==> config.mk <==
export PLATFORM = sky130hd
export DESIGN_NAME = dual_setpoint_ramp_to_dac_unit
export DESIGN_NICKNAME = d
export VERILOG_FILES = /design/src/drp_pkg.sv /design/src/dual_setpoint_ramp_to_dac_unit.sv /design/src/drp_ctrl.sv /design/src/drp_datapath.sv
export SDC_FILE = /design/constraint.sdc
export NUM_CORES = 1
export LEC_CHECK = 0
export ABC_AREA = 1
export BUFFER_PORTS_ARGS = -buffer_cell sky130_fd_sc_hd__buf_2
export CAP_MARGIN = 20
export CORE_MARGIN = 4
export CORE_UTILIZATION = 65
export DETAILED_ROUTE_END_ITERATION = 10
export GPL_ROUTABILITY_DRIVEN = 0
export GPL_TIMING_DRIVEN = 0
export PLACE_DENSITY = 0.83
export SLEW_MARGIN = 20
export SYNTH_ARGS = -nofsm -noshare
export SYNTH_HDL_FRONTEND = slang
export SYNTH_SLANG_ARGS = --single-unit
==> constraint.sdc <==
create_clock -name aclk -period 12.9 [get_ports aclk]
set_input_delay 1.935 -clock aclk [delete_from_list [all_inputs] [get_ports aclk]]
set_output_delay 1.935 -clock aclk [all_outputs]
set_load 0.02 [all_outputs]
==> src/drp_pkg.sv <==
`timescale 1ns / 1ps

package drp_pkg;

    localparam int VOLT_W         = 13;
    localparam int CURR_W         = 11;
    localparam int CODE_W         = 16;
    localparam int RAMP_STEPS_DEF = 100;

    localparam int VDAC_MULT_W = 20;
    localparam int VDAC_PROD_W = 33;
    localparam int VDAC_SHIFT  = 16;
    localparam int VDAC_OFFSET = 64452;
    localparam int IDAC_MULT   = 50;
    localparam int ICODE_W     = CURR_W + 6;

    localparam logic [VDAC_MULT_W-1:0] VDAC_MULT_Q16 = 20'd885015;
    localparam logic [VDAC_PROD_W-1:0] VDAC_FULL =
        VDAC_PROD_W'(VDAC_OFFSET) << VDAC_SHIFT;

    typedef struct packed {
        logic              enable;
        logic [VOLT_W-1:0] volt_setpoint;
        logic [CURR_W-1:0] curr_setpoint;
    } in_word_t;

    typedef struct packed {
        logic [VOLT_W-1:0] volt_now;
        logic [CURR_W-1:0] curr_now;
        logic [CODE_W-1:0] volt_dac_code;
        logic [CODE_W-1:0] curr_dac_code;
    } out_word_t;

    typedef enum logic [2:0] {
        MUL_NONE,
        MUL_VGAP,
        MUL_VRECIP,
        MUL_CGAP,
        MUL_CRECIP,
        MUL_VDAC
    } mul_op_t;

    typedef struct packed {
        logic    take_upd;
        logic    take_clear;
        mul_op_t mul_op;
        logic    set_volt;
        logic    set_curr;
        logic    load_out;
    } cmd_t;

endpackage

==> src/dual_setpoint_ramp_to_dac_unit.sv <==
`timescale 1ns / 1ps

// Channel   Direction  Handshake           Payload
// s_        input      s_valid / s_ready   drp_pkg::in_word_t
// m_        output     m_valid / m_ready   drp_pkg::out_word_t
//
// An enabled word passes five times through the shared multiplier and is then loaded into the
// result register; s_ready returns in the cycle after the load, and no new word is accepted until then.
// A disabled word clears the ramp state and gives no result.
// Reset is synchronous, active low, and clears the ramp state.
// A waiting result is held in the output register; the next word is accepted meanwhile
// and holds in its last step until the output register is free.

module dual_setpoint_ramp_to_dac_unit #(
    parameter int RAMP_STEPS = drp_pkg::RAMP_STEPS_DEF
) (
    input  logic               aclk,
    input  logic               aresetn,
    input  logic               s_valid,
    output logic               s_ready,
    input  drp_pkg::in_word_t  s_data,
    output logic               m_valid,
    input  logic               m_ready,
    output drp_pkg::out_word_t m_data
);
    import drp_pkg::*;

    cmd_t cmd;
    logic out_busy;

    drp_ctrl u_ctrl (
        .aclk     (aclk),
        .aresetn  (aresetn),
        .s_valid  (s_valid),
        .s_enable (s_data.enable),
        .s_ready  (s_ready),
        .out_busy (out_busy),
        .cmd      (cmd)
    );

    drp_datapath #(
        .RAMP_STEPS (RAMP_STEPS)
    ) u_datapath (
        .aclk     (aclk),
        .aresetn  (aresetn),
        .cmd      (cmd),
        .s_data   (s_data),
        .out_busy (out_busy),
        .m_valid  (m_valid),
        .m_ready  (m_ready),
        .m_data   (m_data)
    );

endmodule

==> src/drp_ctrl.sv <==
`timescale 1ns / 1ps

module drp_ctrl (
    input  logic          aclk,
    input  logic          aresetn,
    input  logic          s_valid,
    input  logic          s_enable,
    output logic          s_ready,
    input  logic          out_busy,
    output drp_pkg::cmd_t cmd
);
    import drp_pkg::*;

    typedef enum logic [6:0] {
        ST_IDLE = 7'b0000001,
        ST_VM1  = 7'b0000010,
        ST_VM2  = 7'b0000100,
        ST_CM1  = 7'b0001000,
        ST_CM2  = 7'b0010000,
        ST_VDAC = 7'b0100000,
        ST_OUT  = 7'b1000000
    } state_t;

    state_t state_reg;
    state_t state_next;
    logic   accept;

    assign s_ready = (state_reg == ST_IDLE);
    assign accept  = s_valid && s_ready;

    always_comb begin
        state_next     = state_reg;
        cmd            = '0;
        cmd.mul_op     = MUL_NONE;
        unique case (state_reg)
            ST_IDLE: begin
                cmd.take_upd   = accept && s_enable;
                cmd.take_clear = accept && !s_enable;
                if (accept && s_enable) begin
                    state_next = ST_VM1;
                end
            end
            ST_VM1: begin
                cmd.mul_op = MUL_VGAP;
                state_next = ST_VM2;
            end
            ST_VM2: begin
                cmd.mul_op = MUL_VRECIP;
                state_next = ST_CM1;
            end
            ST_CM1: begin
                cmd.set_volt = 1'b1;
                cmd.mul_op   = MUL_CGAP;
                state_next   = ST_CM2;
            end
            ST_CM2: begin
                cmd.mul_op = MUL_CRECIP;
                state_next = ST_VDAC;
            end
            ST_VDAC: begin
                cmd.set_curr = 1'b1;
                cmd.mul_op   = MUL_VDAC;
                state_next   = ST_OUT;
            end
            ST_OUT: begin
                if (!out_busy) begin
                    cmd.load_out = 1'b1;
                    state_next   = ST_IDLE;
                end
            end
            default: begin
                state_next = ST_IDLE;
            end
        endcase
    end

    always_ff @(posedge aclk) begin
        if (!aresetn) begin
            state_reg <= ST_IDLE;
        end else begin
            state_reg <= state_next;
        end
    end

`ifndef NO_ASSERTIONS
    a_busy_after_take: assert property (@(posedge aclk) disable iff (!aresetn)
        s_valid && s_ready && s_enable |=> !s_ready)
        else $error("input still ready after an enabled word was taken");

    a_volt_after_recip: assert property (@(posedge aclk) disable iff (!aresetn)
        cmd.set_volt |-> $past(cmd.mul_op == MUL_VRECIP))
        else $error("voltage value written without its quotient");

    a_curr_after_recip: assert property (@(posedge aclk) disable iff (!aresetn)
        cmd.set_curr |-> $past(cmd.mul_op == MUL_CRECIP))
        else $error("current value written without its quotient");

    a_load_free: assert property (@(posedge aclk) disable iff (!aresetn)
        cmd.load_out |-> !out_busy && $past(cmd.mul_op == MUL_VDAC || state_reg == ST_OUT))
        else $error("result loaded out of sequence or over a waiting word");
`endif

endmodule

==> src/drp_datapath.sv <==
`timescale 1ns / 1ps

module drp_datapath #(
    parameter int RAMP_STEPS = drp_pkg::RAMP_STEPS_DEF
) (
    input  logic               aclk,
    input  logic               aresetn,
    input  drp_pkg::cmd_t      cmd,
    input  drp_pkg::in_word_t  s_data,
    output logic               out_busy,
    output logic               m_valid,
    input  logic               m_ready,
    output drp_pkg::out_word_t m_data
);
    import drp_pkg::*;

    localparam int SW     = $clog2(RAMP_STEPS + 1);
    localparam int VGAP_W = VOLT_W + 1;
    localparam int CGAP_W = CURR_W + 1;
    localparam int MA     = VOLT_W + SW;
    localparam int SHIFT  = MA + SW;
    localparam int RB     = SHIFT + 1;
    localparam int MB     = (RB > VDAC_MULT_W) ? RB : VDAC_MULT_W;
    localparam int PW     = MA + MB;
    localparam logic [63:0] RECIP =
        ((64'd1 << SHIFT) + 64'(RAMP_STEPS) - 64'd1) / 64'(RAMP_STEPS);
    localparam logic [SW-1:0] STEPS_INIT = SW'(RAMP_STEPS);

    logic        [VOLT_W-1:0] volt_target_reg;
    logic        [VOLT_W-1:0] volt_present_reg;
    logic signed [VGAP_W-1:0] volt_gap_reg;
    logic        [SW-1:0]     volt_steps_reg;
    logic        [CURR_W-1:0] curr_target_reg;
    logic        [CURR_W-1:0] curr_present_reg;
    logic signed [CGAP_W-1:0] curr_gap_reg;
    logic        [SW-1:0]     curr_steps_reg;

    logic [PW-1:0] prod_reg;
    logic [PW-1:0] prod_next;
    logic [MA-1:0] mul_a;
    logic [MB-1:0] mul_b;

    logic        m_valid_reg;
    out_word_t   m_data_reg;
    out_word_t   out_next;

    logic                     volt_changed;
    logic signed [VGAP_W-1:0] volt_gap_next;
    logic        [SW-1:0]     volt_steps_sel;
    logic        [SW-1:0]     volt_steps_next;
    logic signed [VGAP_W-1:0] volt_abs;
    logic        [VOLT_W-1:0] volt_q;
    logic        [VOLT_W-1:0] volt_present_next;

    logic                     curr_changed;
    logic signed [CGAP_W-1:0] curr_gap_next;
    logic        [SW-1:0]     curr_steps_sel;
    logic        [SW-1:0]     curr_steps_next;
    logic signed [CGAP_W-1:0] curr_abs;
    logic        [CURR_W-1:0] curr_q;
    logic        [CURR_W-1:0] curr_present_next;

    logic [VDAC_PROD_W-1:0] vdac_prod;
    logic [VDAC_PROD_W-1:0] vdac_diff;
    logic [ICODE_W-1:0]     idac_prod;

    always_comb begin
        volt_changed    = (s_data.volt_setpoint != volt_target_reg);
        volt_gap_next   = $signed({1'b0, s_data.volt_setpoint})
                        - $signed({1'b0, volt_present_reg});
        volt_steps_sel  = volt_changed ? STEPS_INIT : volt_steps_reg;
        volt_steps_next = (volt_steps_sel == '0) ? '0 : volt_steps_sel - SW'(1);

        curr_changed    = (s_data.curr_setpoint != curr_target_reg);
        curr_gap_next   = $signed({1'b0, s_data.curr_setpoint})
                        - $signed({1'b0, curr_present_reg});
        curr_steps_sel  = curr_changed ? STEPS_INIT : curr_steps_reg;
        curr_steps_next = (curr_steps_sel == '0) ? '0 : curr_steps_sel - SW'(1);

        volt_abs = volt_gap_reg[VGAP_W-1] ? -volt_gap_reg : volt_gap_reg;
        curr_abs = curr_gap_reg[CGAP_W-1] ? -curr_gap_reg : curr_gap_reg;

        volt_q = prod_reg[SHIFT +: VOLT_W];
        curr_q = prod_reg[SHIFT +: CURR_W];
        volt_present_next = volt_gap_reg[VGAP_W-1] ? volt_target_reg + volt_q
                                                   : volt_target_reg - volt_q;
        curr_present_next = curr_gap_reg[CGAP_W-1] ? curr_target_reg + curr_q
                                                   : curr_target_reg - curr_q;
    end

    always_comb begin
        unique case (cmd.mul_op)
            MUL_VGAP: begin
                mul_a = MA'(volt_abs[VOLT_W-1:0]);
                mul_b = MB'(volt_steps_reg);
            end
            MUL_VRECIP, MUL_CRECIP: begin
                mul_a = prod_reg[MA-1:0];
                mul_b = MB'(RECIP);
            end
            MUL_CGAP: begin
                mul_a = MA'(curr_abs[CURR_W-1:0]);
                mul_b = MB'(curr_steps_reg);
            end
            MUL_VDAC: begin
                mul_a = MA'(volt_present_reg);
                mul_b = MB'(VDAC_MULT_Q16);
            end
            default: begin
                mul_a = '0;
                mul_b = '0;
            end
        endcase
        prod_next = PW'(mul_a) * PW'(mul_b);
    end

    always_comb begin
        vdac_prod = prod_reg[VDAC_PROD_W-1:0];
        vdac_diff = VDAC_FULL - vdac_prod;
        idac_prod = ICODE_W'(curr_present_reg) * ICODE_W'(IDAC_MULT);

        out_next.volt_now      = volt_present_reg;
        out_next.curr_now      = curr_present_reg;
        out_next.volt_dac_code = (vdac_prod >= VDAC_FULL) ? '0
                               : vdac_diff[VDAC_SHIFT +: CODE_W];
        out_next.curr_dac_code = (idac_prod[ICODE_W-1:CODE_W] != '0) ? '1
                               : idac_prod[CODE_W-1:0];
    end

    always_ff @(posedge aclk) begin
        if (!aresetn) begin
            volt_target_reg  <= '0;
            volt_present_reg <= '0;
            volt_gap_reg     <= '0;
            volt_steps_reg   <= STEPS_INIT;
            curr_target_reg  <= '0;
            curr_present_reg <= '0;
            curr_gap_reg     <= '0;
            curr_steps_reg   <= STEPS_INIT;
            m_valid_reg      <= 1'b0;
        end else begin
            if (cmd.take_clear) begin
                volt_target_reg  <= '0;
                volt_present_reg <= '0;
                volt_gap_reg     <= '0;
                volt_steps_reg   <= STEPS_INIT;
                curr_target_reg  <= '0;
                curr_present_reg <= '0;
                curr_gap_reg     <= '0;
                curr_steps_reg   <= STEPS_INIT;
            end else if (cmd.take_upd) begin
                volt_target_reg <= s_data.volt_setpoint;
                volt_steps_reg  <= volt_steps_next;
                curr_target_reg <= s_data.curr_setpoint;
                curr_steps_reg  <= curr_steps_next;
                if (volt_changed) begin
                    volt_gap_reg <= volt_gap_next;
                end
                if (curr_changed) begin
                    curr_gap_reg <= curr_gap_next;
                end
            end
            if (cmd.set_volt) begin
                volt_present_reg <= volt_present_next;
            end
            if (cmd.set_curr) begin
                curr_present_reg <= curr_present_next;
            end
            if (cmd.load_out) begin
                m_valid_reg <= 1'b1;
            end else if (m_ready) begin
                m_valid_reg <= 1'b0;
            end
        end
    end

    always_ff @(posedge aclk) begin
        if (cmd.mul_op != MUL_NONE) begin
            prod_reg <= prod_next;
        end
        if (cmd.load_out) begin
            m_data_reg <= out_next;
        end
    end

    assign out_busy = m_valid_reg && !m_ready;
    assign m_valid  = m_valid_reg;
    assign m_data   = m_data_reg;

endmodule
After elaboration in Yosys (flattened, before gate mapping)
Index checks and enable logic that the tools add are counted.
{"block": "word_totals", "out_inout_bits": 58, "elab_cells": 90, "ff_bits": 192, "in_bits": 29}
{"block": "classes", "n_mul": 2, "order_cmp": 1, "add_sub_neg": 11, "reduce_logical": 17, "bitwise": 1, "mux": 26, "n_eq_ne": 16}
{"cell": "one-hot mux 21 bit (4 select lines)", "count": 1}
{"cell": "one-hot mux 20 bit (4 select lines)", "count": 1}
{"cell": "2-to-1 mux 13 bit", "count": 4}
{"cell": "one-hot mux 7 bit (7 select lines)", "count": 1}
{"cell": "2-to-1 mux 11 bit", "count": 4}
{"cell": "2-to-1 mux 7 bit", "count": 6}
{"cell": "multiplier 20 x 21 -> 40 bit", "count": 1}
{"cell": "greater-or-equal comparator 33 x 32 -> 1 bit, second input constant", "count": 1}
{"cell": "subtractor 32 bit, first input constant", "count": 1}
{"cell": "multiplier 11 x 5 -> 16 bit, second input constant", "count": 1}
{"cell": "one-hot mux 3 bit (5 select lines)", "count": 1}
{"cell": "logical NOT 7 bit", "count": 2}
{"cell": "subtractor 13 x 13 -> 14 bit", "count": 1}
{"cell": "subtractor 7 x 1 -> 7 bit, second input constant", "count": 2}
{"cell": "adder 13 bit", "count": 1}
{"cell": "!= test 13 bit", "count": 1}
{"cell": "negation 13 bit", "count": 1}
{"cell": "subtractor 13 bit", "count": 1}
{"cell": "subtractor 11 x 11 -> 12 bit", "count": 1}
{"cell": "adder 11 bit", "count": 1}
{"cell": "!= test 11 bit", "count": 1}
{"cell": "negation 11 bit", "count": 1}
{"cell": "subtractor 11 bit", "count": 1}
{"cell": "equality test 7 x 1 -> 1 bit, second input constant", "count": 1}
{"cell": "other kinds (19)", "count": 37}

Logic depth before layout (Yosys ltp)
Gate-level depths: netlist of run 1.
{"block": "logic_depth", "ltp_word": 6, "ltp_mapped": 40, "ltp_nobuf": 40}

By module
Synthesis of run 1 repeated with hierarchy kept, for this count alone.
{"block": "unflattened", "hier_cells": 3143, "hier_area_um2": 25057.8}
{"module": "drp_datapath", "n_inst": 1, "area_per_inst_um2": 24634.9, "seq_area_each_um2": 4664.5, "cells_per_inst": 3085}
{"module": "drp_ctrl", "n_inst": 1, "area_per_inst_um2": 422.9, "seq_area_each_um2": 140.1, "cells_per_inst": 58}

Worst setup path after synthesis of run 1
Ideal clock, no wire load.
{"block": "synth_path", "path_kind": "input to register", "start": "input port m_ready", "end": "register u_datapath.m_data_reg (netlist bit u_datapath.m_data[0]) (enable)", "cell_stages": 2, "n_path_buf": 0, "setup_ns": 0.609, "t_required_ns": 12.291, "arrival_ns": 7.303, "slack_ns": 4.989, "cell_sequence": "nor2_1 nor4_1"}
{"item": "from (decl)", "line_no": "dual_setpoint_ramp_to_dac_unit.sv:23", "text": "input logic m_ready,"}
{"item": "to (signal assigned)", "line_no": "drp_datapath.sv:182", "text": "m_data_reg <= out_next;"}
{"item": "to (decl)", "line_no": "drp_datapath.sv:44", "text": "out_word_t m_data_reg;"}

Worst setup path after layout of run 1
{"block": "layout_path", "start": "register u_ctrl.state_reg[2]", "end": "register u_datapath.prod_reg[36] (data pin)"}
{"block": "layout_via", "elab_chain_len": 6, "elab_cells_between_ends": 15, "classes_between": "1 x mul; 10 x eq/ne; 3 x mux; 1 x reduce/logical"}
{"item": "from (decl)", "line_no": "drp_ctrl.sv:24", "text": "state_t state_reg;"}
{"item": "from (signal assigned)", "line_no": "drp_ctrl.sv:81", "text": "state_reg <= state_next;"}
{"item": "equality test 7 x 6 -> 1 bit, or another cell as far along", "line_no": "drp_ctrl.sv:35", "text": "unique case (state_reg)"}
{"item": "one-hot mux 3 bit (5 select lines) (*)", "line_no": "drp_ctrl.sv:35"}
{"item": "equality test 3 x 2 -> 1 bit or equality test 3 bit (tied branches)", "line_no": "drp_datapath.sv:92", "text": "unique case (cmd.mul_op)"}
{"item": "OR reduction 2 bit", "line_no": "drp_datapath.sv:92"}
{"item": "one-hot mux 20 bit (4 select lines) or one-hot mux 21 bit (4 select lines) (tied branches)", "line_no": "drp_datapath.sv:92"}
{"item": "multiplier 20 x 21 -> 40 bit (*)", "line_no": "drp_datapath.sv:114", "text": "prod_next = PW'(mul_a) * PW'(mul_b);"}
{"item": "named net u_datapath.prod_next[36]", "line_no": "drp_datapath.sv:39", "text": "logic [PW-1:0] prod_next;"}
{"item": "to (signal assigned)", "line_no": "drp_datapath.sv:179", "text": "prod_reg <= prod_next;"}
{"item": "to (decl)", "line_no": "drp_datapath.sv:38", "text": "logic [PW-1:0] prod_reg;"}
The timed path passes the listed nets; every way through them passes the cells marked *.
A chain may end at the register's enable or synchronous reset.

==> metrics, run 1 <==
status finished, final reports clean; total track usage 0.348; clock skew 13.6 ps; Internal 1.19 mW; io pins 87; DRC Markers 0; max-slew violation count 0; CTS tree built; ant diodes 0; die height just over 200 µm; Reg area a little under 5000 µm²; vias per inst 5.82; hold path start u_datapath.volt_present_reg[6]$_SDFFE_PN0P_; top_reg_cell synth edfxtp_1; drt total wl 70.9 mm; MaxCap Viol Count 0; Pleak 13.8 nW; Finish-stage setup viols 0; Comb power frac 0.366; kind of critical path reg -> reg; FILL cells 2907; Sink Count 192; Mapped Area 24800 µm²; minimum clock period between 8000 and 9000 ps; pre-CTS WS 4470 ps; Final period util 0.667; Sw Pwr 804 µW; PortBufs 85; footprint of the multi-input gates 17200 µm²; clock transition at the registers of the reported paths 80 ps; critical path startpoint category register; post-DP HPWL 60.1 mm; Initial Util 0.659; Final Hold Fails 0; most frequent CP cell fa_1; GRT Residual Overflow 0; worst-path fanout max 9; TritonCTS Buffers 17; area leader, netlist fa_1; final antenna-violating net count 0; Critical-path top delay cell nor2_1; WL/cell 18.6 µm; Synth top area share 0.243; vias in the first global route 22600; Area Growth Syn to Fin 7.91%; register area share after synthesis 0.194; Nets between 3000 and 4000; largest net degree at the start of global routing 23; unrepaired setup endpoints after global routing no; Hold Crit Depth 0; Clk Tree Root Cell clkbuf_16; Reg2Reg Setup Slack around 4300 ps; initial antenna violation count 0; worst setup path start u_ctrl.state_reg[2]$_SDFFE_PN0P_; first-pass GRT wire length about 110 mm; Synth area leaders fa_1, ha_1, edfxtp_1, inv_1, nand2_1; Clock power frac 0.278; most common cell in the netlist inv_1; power per cell area 74.7 nW/µm²; Crit Reg-Reg Endpoint u_datapath.prod_reg[36]$_DFFE_PP_; cells on worst reg2reg path 32; YS warnings 0; endpoint class of the critical path register; Iter 0 DRT Violations 2568; Hold EP u_datapath.m_data[49]$_DFFE_PP_; Post-Syn Area per Cell 7.96 µm²; FF+latch count, synth 192; Worst Max-Slew Pin Slew 935 ps; number of hold buffers added after cts 0; share of layout cells above drive strength 1 0.0660; synthesized instance count ~3100; slowest cell delay on critical path 610 ps; ys async rst share 0; Max Freq 116 MHz; clk_lat worst skew ~460 ps; Worst R2R Start u_ctrl.state_reg[2]$_SDFFE_PN0P_; die area 41300 µm²; commonest cells in the netlist inv_1, nand2_1, fa_1; Arr. time, crit path 8810 ps; max FFs per register 56; die width 203 µm; CORE AREA 37600 µm²; Worst Hold Class reg -> reg; Netlist cell types 53; PnR worst setup slack 4290 ps; clock tree buffer depth 2; CP Data Required Time between 10000 and 15000 ps; CTS resizes 0; Post-synth EDFFs 96; Setup TNS 0 ps; Sw Ratio 0.402; CTS H-tree lvls 4; DR vias 22100; buffer count from post-CTS setup fixing 0; VDD IR max 0.0000941 V; TritonRoute pass-1 iters 6; std cell rows 71; Seq pwr share 0.356; Worst slew margin 0.377
per-layer routing:
metal | share of wire | vias to the layer above | track usage
met5 | 0 | - | 0
met4 | 0.068 | 0 | 0.193
met3 | 0.094 | 333 | 0.0580
met2 | 0.47 | 1309 | 0.582
met1 | 0.37 | 10500 | 0.433
li1 | - | 10000 | -
worst max-delay path: cells and delay by family, from the launching register on:
family                     cells  cell delay [ps]
and+or+nand+nor               12             2310
adders and majority gates      8             3850
xor gates and xnor gates       1              200
buffers and inverters          7              710
AOI/OAI and AO/OA              4              920
DFF                            1              340
stage by stage:
step	instances	power (mW)	instance area [µm²]	hold WS [ps]	utilization
after detailed placement	3769	1.42	26100	455	0.694
after CTS	3801	1.97	26700	472	0.711
after global placement	3759	1.40	26000	443	0.692
after floorplan	3163	1.21	25000	408	-
final	3801	2.00	26700	480	0.711
after global routing	3801	2.11	26700	496	0.711
how the worst max path moves through the flow:
stage                                           to  slack [ps]  cells past startpoint
5_1_grt          u_datapath.prod_reg[36]$_DFFE_PP_        3950                     31
4_1_cts          u_datapath.prod_reg[39]$_DFFE_PP_        4470                     33
3_3_place_gp   u_datapath.m_data[20]$_SDFFCE_PP0P_        3190                      3
3_5_place_dp     u_datapath.prod_reg[39]$_DFFE_PP_        4470                     33
6_report         u_datapath.prod_reg[36]$_DFFE_PP_        4290                     32
2_1_floorplan       u_datapath.m_data[0]$_DFFE_PP_        4990                      2
power by group through the flow:
stage                     clock (mW)  combinational [mW]  sequential (mW)
after detailed placement           0               0.697            0.722
final                          0.555               0.731            0.711
after global routing           0.584               0.810            0.712
after global placement             0               0.679            0.721
after CTS                      0.557               0.706            0.708
after floorplan                    0               0.504            0.709
area by class of cell:
cell class	instances	share of cell area
flip-flops and latches	192	0.180
inverters	736	0.104
well taps	511	0.0239
plain buffers	38	0.00623
clock inverters	15	0.00745
clock buffers	17	0.0159
repair buffers	95	0.0186
multi-input cells	2197	0.644
layout by cell type (no fill, tap or decap), drive strengths merged, types with 25 or more instances in the layout:
cell,instances
clkbuf,40
nand2,529
buf,110
o21ai,138
xor2,62
a21oi,205
nand3,121
fa,300
inv,743
ha,270
xnor2,25
dfxtp,96
nor2,318
nor3,33
edfxtp,96
conb,53
nand4,40
cell families (layout without fill, tap and decap cells):
family / after synthesis / after routing / synth area share
other: 2 / 53 / 0.000303
AND/OR/NAND/NOR: 1075 / 1075 / 0.187
flip-flops: 192 / 192 / 0.194
adder cells (fa/ha/maj): 570 / 570 / 0.379
buffers and inverters: 774 / 901 / 0.119
AO/OA/AOI/OAI: 412 / 412 / 0.0904
XOR/XNOR: 87 / 87 / 0.0308
No activity file was read; power rests on OpenSTA's default activity.
==> run 2: changes to the inputs <==
ABC_AREA = 0   (was 1)
clock period = 8.9 ns   (was 12.9 ns; I/O delays follow)
==> run 2 against run 1 <==
Effect of this change:
- the run now ends with design-rule violations left
- clock skew rose by 1.3 ps
- first-iteration DRC count is 21% lower
- wire length fell by 12%
- cell count decreased by 18%
- setup slack got worse by 4100 ps
- critical endpoint is now u_datapath.prod_reg[39]$_DFFE_PP_
- largest power group is now sequential cells
- highest routed layer unchanged
==> metrics, run 2 <==
status finished, violations left; violated checks design-rule violations; Post-synth EDFFs 96 (unchanged); CTS tree built; DR vias 18500 (-16%); DRC Markers 2 (+2); CP Data Required Time 9090 ps (-4010 ps); Arr. time, crit path 8890 ps (+80 ps); Synth top area share 0.260 (+0.0177); Iter 0 DRT Violations 2018 (-21%); Clk Tree Root Cell clkbuf_16; ys async rst share 0 (unchanged); Synth area leaders fa_1, ha_1, edfxtp_1, dfxtp_1, inv_1; max-slew violation count 0 (unchanged); synthesized instance count 2456 (-21%); Nets 3239 (-16%); final antenna-violating net count 0 (unchanged); share of layout cells above drive strength 1 0.0878 (+0.0219); Worst slew margin 0.328 (-0.0490); Tot Pwr 2.69 mW (+35%); worst setup path start u_datapath.volt_gap_reg[2]$_SDFFE_PP0P_; Netlist cell types 79 (+49%); drt total wl 62.3 mm (-12%); most common cell in the netlist inv_1; Pleak 12.4 nW (-10%); Worst Max-Slew Pin Slew 1010 ps (+73.5 ps); top_reg_cell synth edfxtp_1; vias in the first global route 19400 (-14%); critical path startpoint category register; FF+latch count, synth 192 (unchanged); register area share after synthesis 0.208 (+0.0142); most frequent cells in the layout inv_1, fa_1, ha_1; YS warnings 0 (unchanged); die height 196 µm (-3.3%); VDD IR max 0.000114 V (+21%); pre-CTS WS -1290 ps (-5760 ps); TritonRoute pass-1 iters 9 (+3); clk_lat worst skew 460 ps (about the same); initial antenna violation count 0 (unchanged); vias per inst 5.95 (+2.2%); Critical-path top delay cell fa_1; Mapped Area 23100 µm² (-6.8%); PnR worst setup slack 198 ps (-4090 ps); largest net degree at the start of global routing 42 (+83%); CTS H-tree lvls 4 (unchanged); minimum clock period 8700 ps (+94.4 ps); WL/cell 20.1 µm (+7.6%); die width 196 µm (-3.3%); slowest cell delay on critical path 550 ps (-60 ps); Hold Crit Depth 2 (+2); number of hold buffers added after cts 0 (unchanged); io pins 87 (unchanged); final non-filler cell total 3108 (-18%); ant diodes 0 (unchanged); most common cell after layout, fill and taps aside inv_1; power per cell area 106 nW/µm² (+42%); clock transition at the registers of the reported paths 80 ps (about the same); post-DP HPWL 51.1 mm (-15%); area leader, netlist fa_1; GRT Residual Overflow 0 (unchanged); worst-path fanout max 6 (-3); most frequent CP cell fa_1; CORE AREA 34800 µm² (-7.4%); TritonCTS Buffers 17 (unchanged); PortBufs 86 (+1.2%); Max Freq 115 MHz (-1.1%); die area 38600 µm² (-6.5%); Fin Hold WS 484 ps (+4.13 ps); max FFs per register 56 (unchanged); Worst Hold Class reg -> reg; total track usage 0.326 (-0.0220); Worst R2R Start u_datapath.volt_gap_reg[2]$_SDFFE_PP0P_; first-pass GRT wire length 99.4 mm (-12%); endpoint class of the critical path register; hold path start u_datapath.volt_gap_reg[12]$_SDFFE_PP0P_; clock tree buffer depth 2 (unchanged); std cell rows 68 (-4.2%); clock skew 14.9 ps (+1.33 ps); Area Growth Syn to Fin 10.2%; kind of critical path reg -> reg; Final period util 0.978 (+0.310); MaxCap Viol Count 0 (unchanged); Final Hold Fails 0 (unchanged); Finish-stage setup viols 0 (unchanged); dpl cells 3051 (-19%); Post-Syn Area per Cell 9.39 µm² (+18%); Initial Util 0.663 (+0.00415); Sink Count 192 (unchanged); cells on worst reg2reg path 29 (-9.4%); commonest cells in the netlist inv_1, fa_1, ha_1
[run 2: path summary, 6_finish.rpt]
check	slack (ps)	endpoint
worst max-delay path	200	u_datapath.prod_reg[39]$_DFFE_PP_
worst min-delay path	480	u_datapath.volt_gap_reg[12]$_SDFFE_PP0P_
worst max register to register	200	u_datapath.prod_reg[39]$_DFFE_PP_
worst min register to register	480	u_datapath.volt_gap_reg[12]$_SDFFE_PP0P_
[run 2: layout make-up]
type                            count  area [µm²]
Clock inverter                     15         170
Multi-Input combinational cell   1769       16700
Sequential cell                   192        4810
Tap cell                          455         569
Fill cell                        2341        9380
Buffer                             50         213
Clock buffer                       17         425
Inverter                          496        1870
Timing Repair Buffer              114         689
[run 2: power by group]
part	switching, mW	internal [mW]
clock network	0.410	0.382
logic	0.549	0.341
registers	0.0391	0.967
[run 2: timing repair]
action,CTS,global route
gates resized for setup,32,41
setup endpoints to repair,22,10
pin swaps,2,10
buffers inserted,5,20
cloned,0,0
[run 2: routing by layer]
layer	vias to the layer above	GRT usage	part of all wire
met2	1032	0.541	0.48
met3	262	0.0515	0.087
met4	0	0.182	0.064
met1	8934	0.412	0.37
met5	-	0	0
li1	8278	-	-
[run 2: critical path: cells and delay by family (launching register included)]
| kind | cells | cell delay [ps] |
|---|---|---|
| fa+ha+maj | 8 | 3820 |
| compound gates | 7 | 2170 |
| simple gates | 7 | 1320 |
| flops | 1 | 370 |
| buf+inv | 5 | 340 |
| mux | 1 | 250 |
| xor+xnor | 1 | 140 |
[run 2: per-stage QoR]
| stage | setup TNS (ps) | utilization | area (µm²) |
|---|---|---|---|
| floorplan | 0 | - | 23300 |
| global placement | -10270 | 0.697 | 24300 |
| detailed placement | -13760 | 0.699 | 24300 |
| CTS | 0 | 0.721 | 25100 |
| global route | -207 | 0.731 | 25400 |
| finish | 0 | 0.731 | 25400 |
[run 2: cells by family after synthesis]
family / after synthesis / synth area share
xor gates and xnor gates: 158 / 0.0600
AOI/OAI and AO/OA: 362 / 0.103
muxes: 10 / 0.00445
other: 2 / 0.000326
adders and majority gates: 570 / 0.407
and+or+nand+nor: 616 / 0.128
buffers and inverters: 546 / 0.0891
DFF: 192 / 0.208
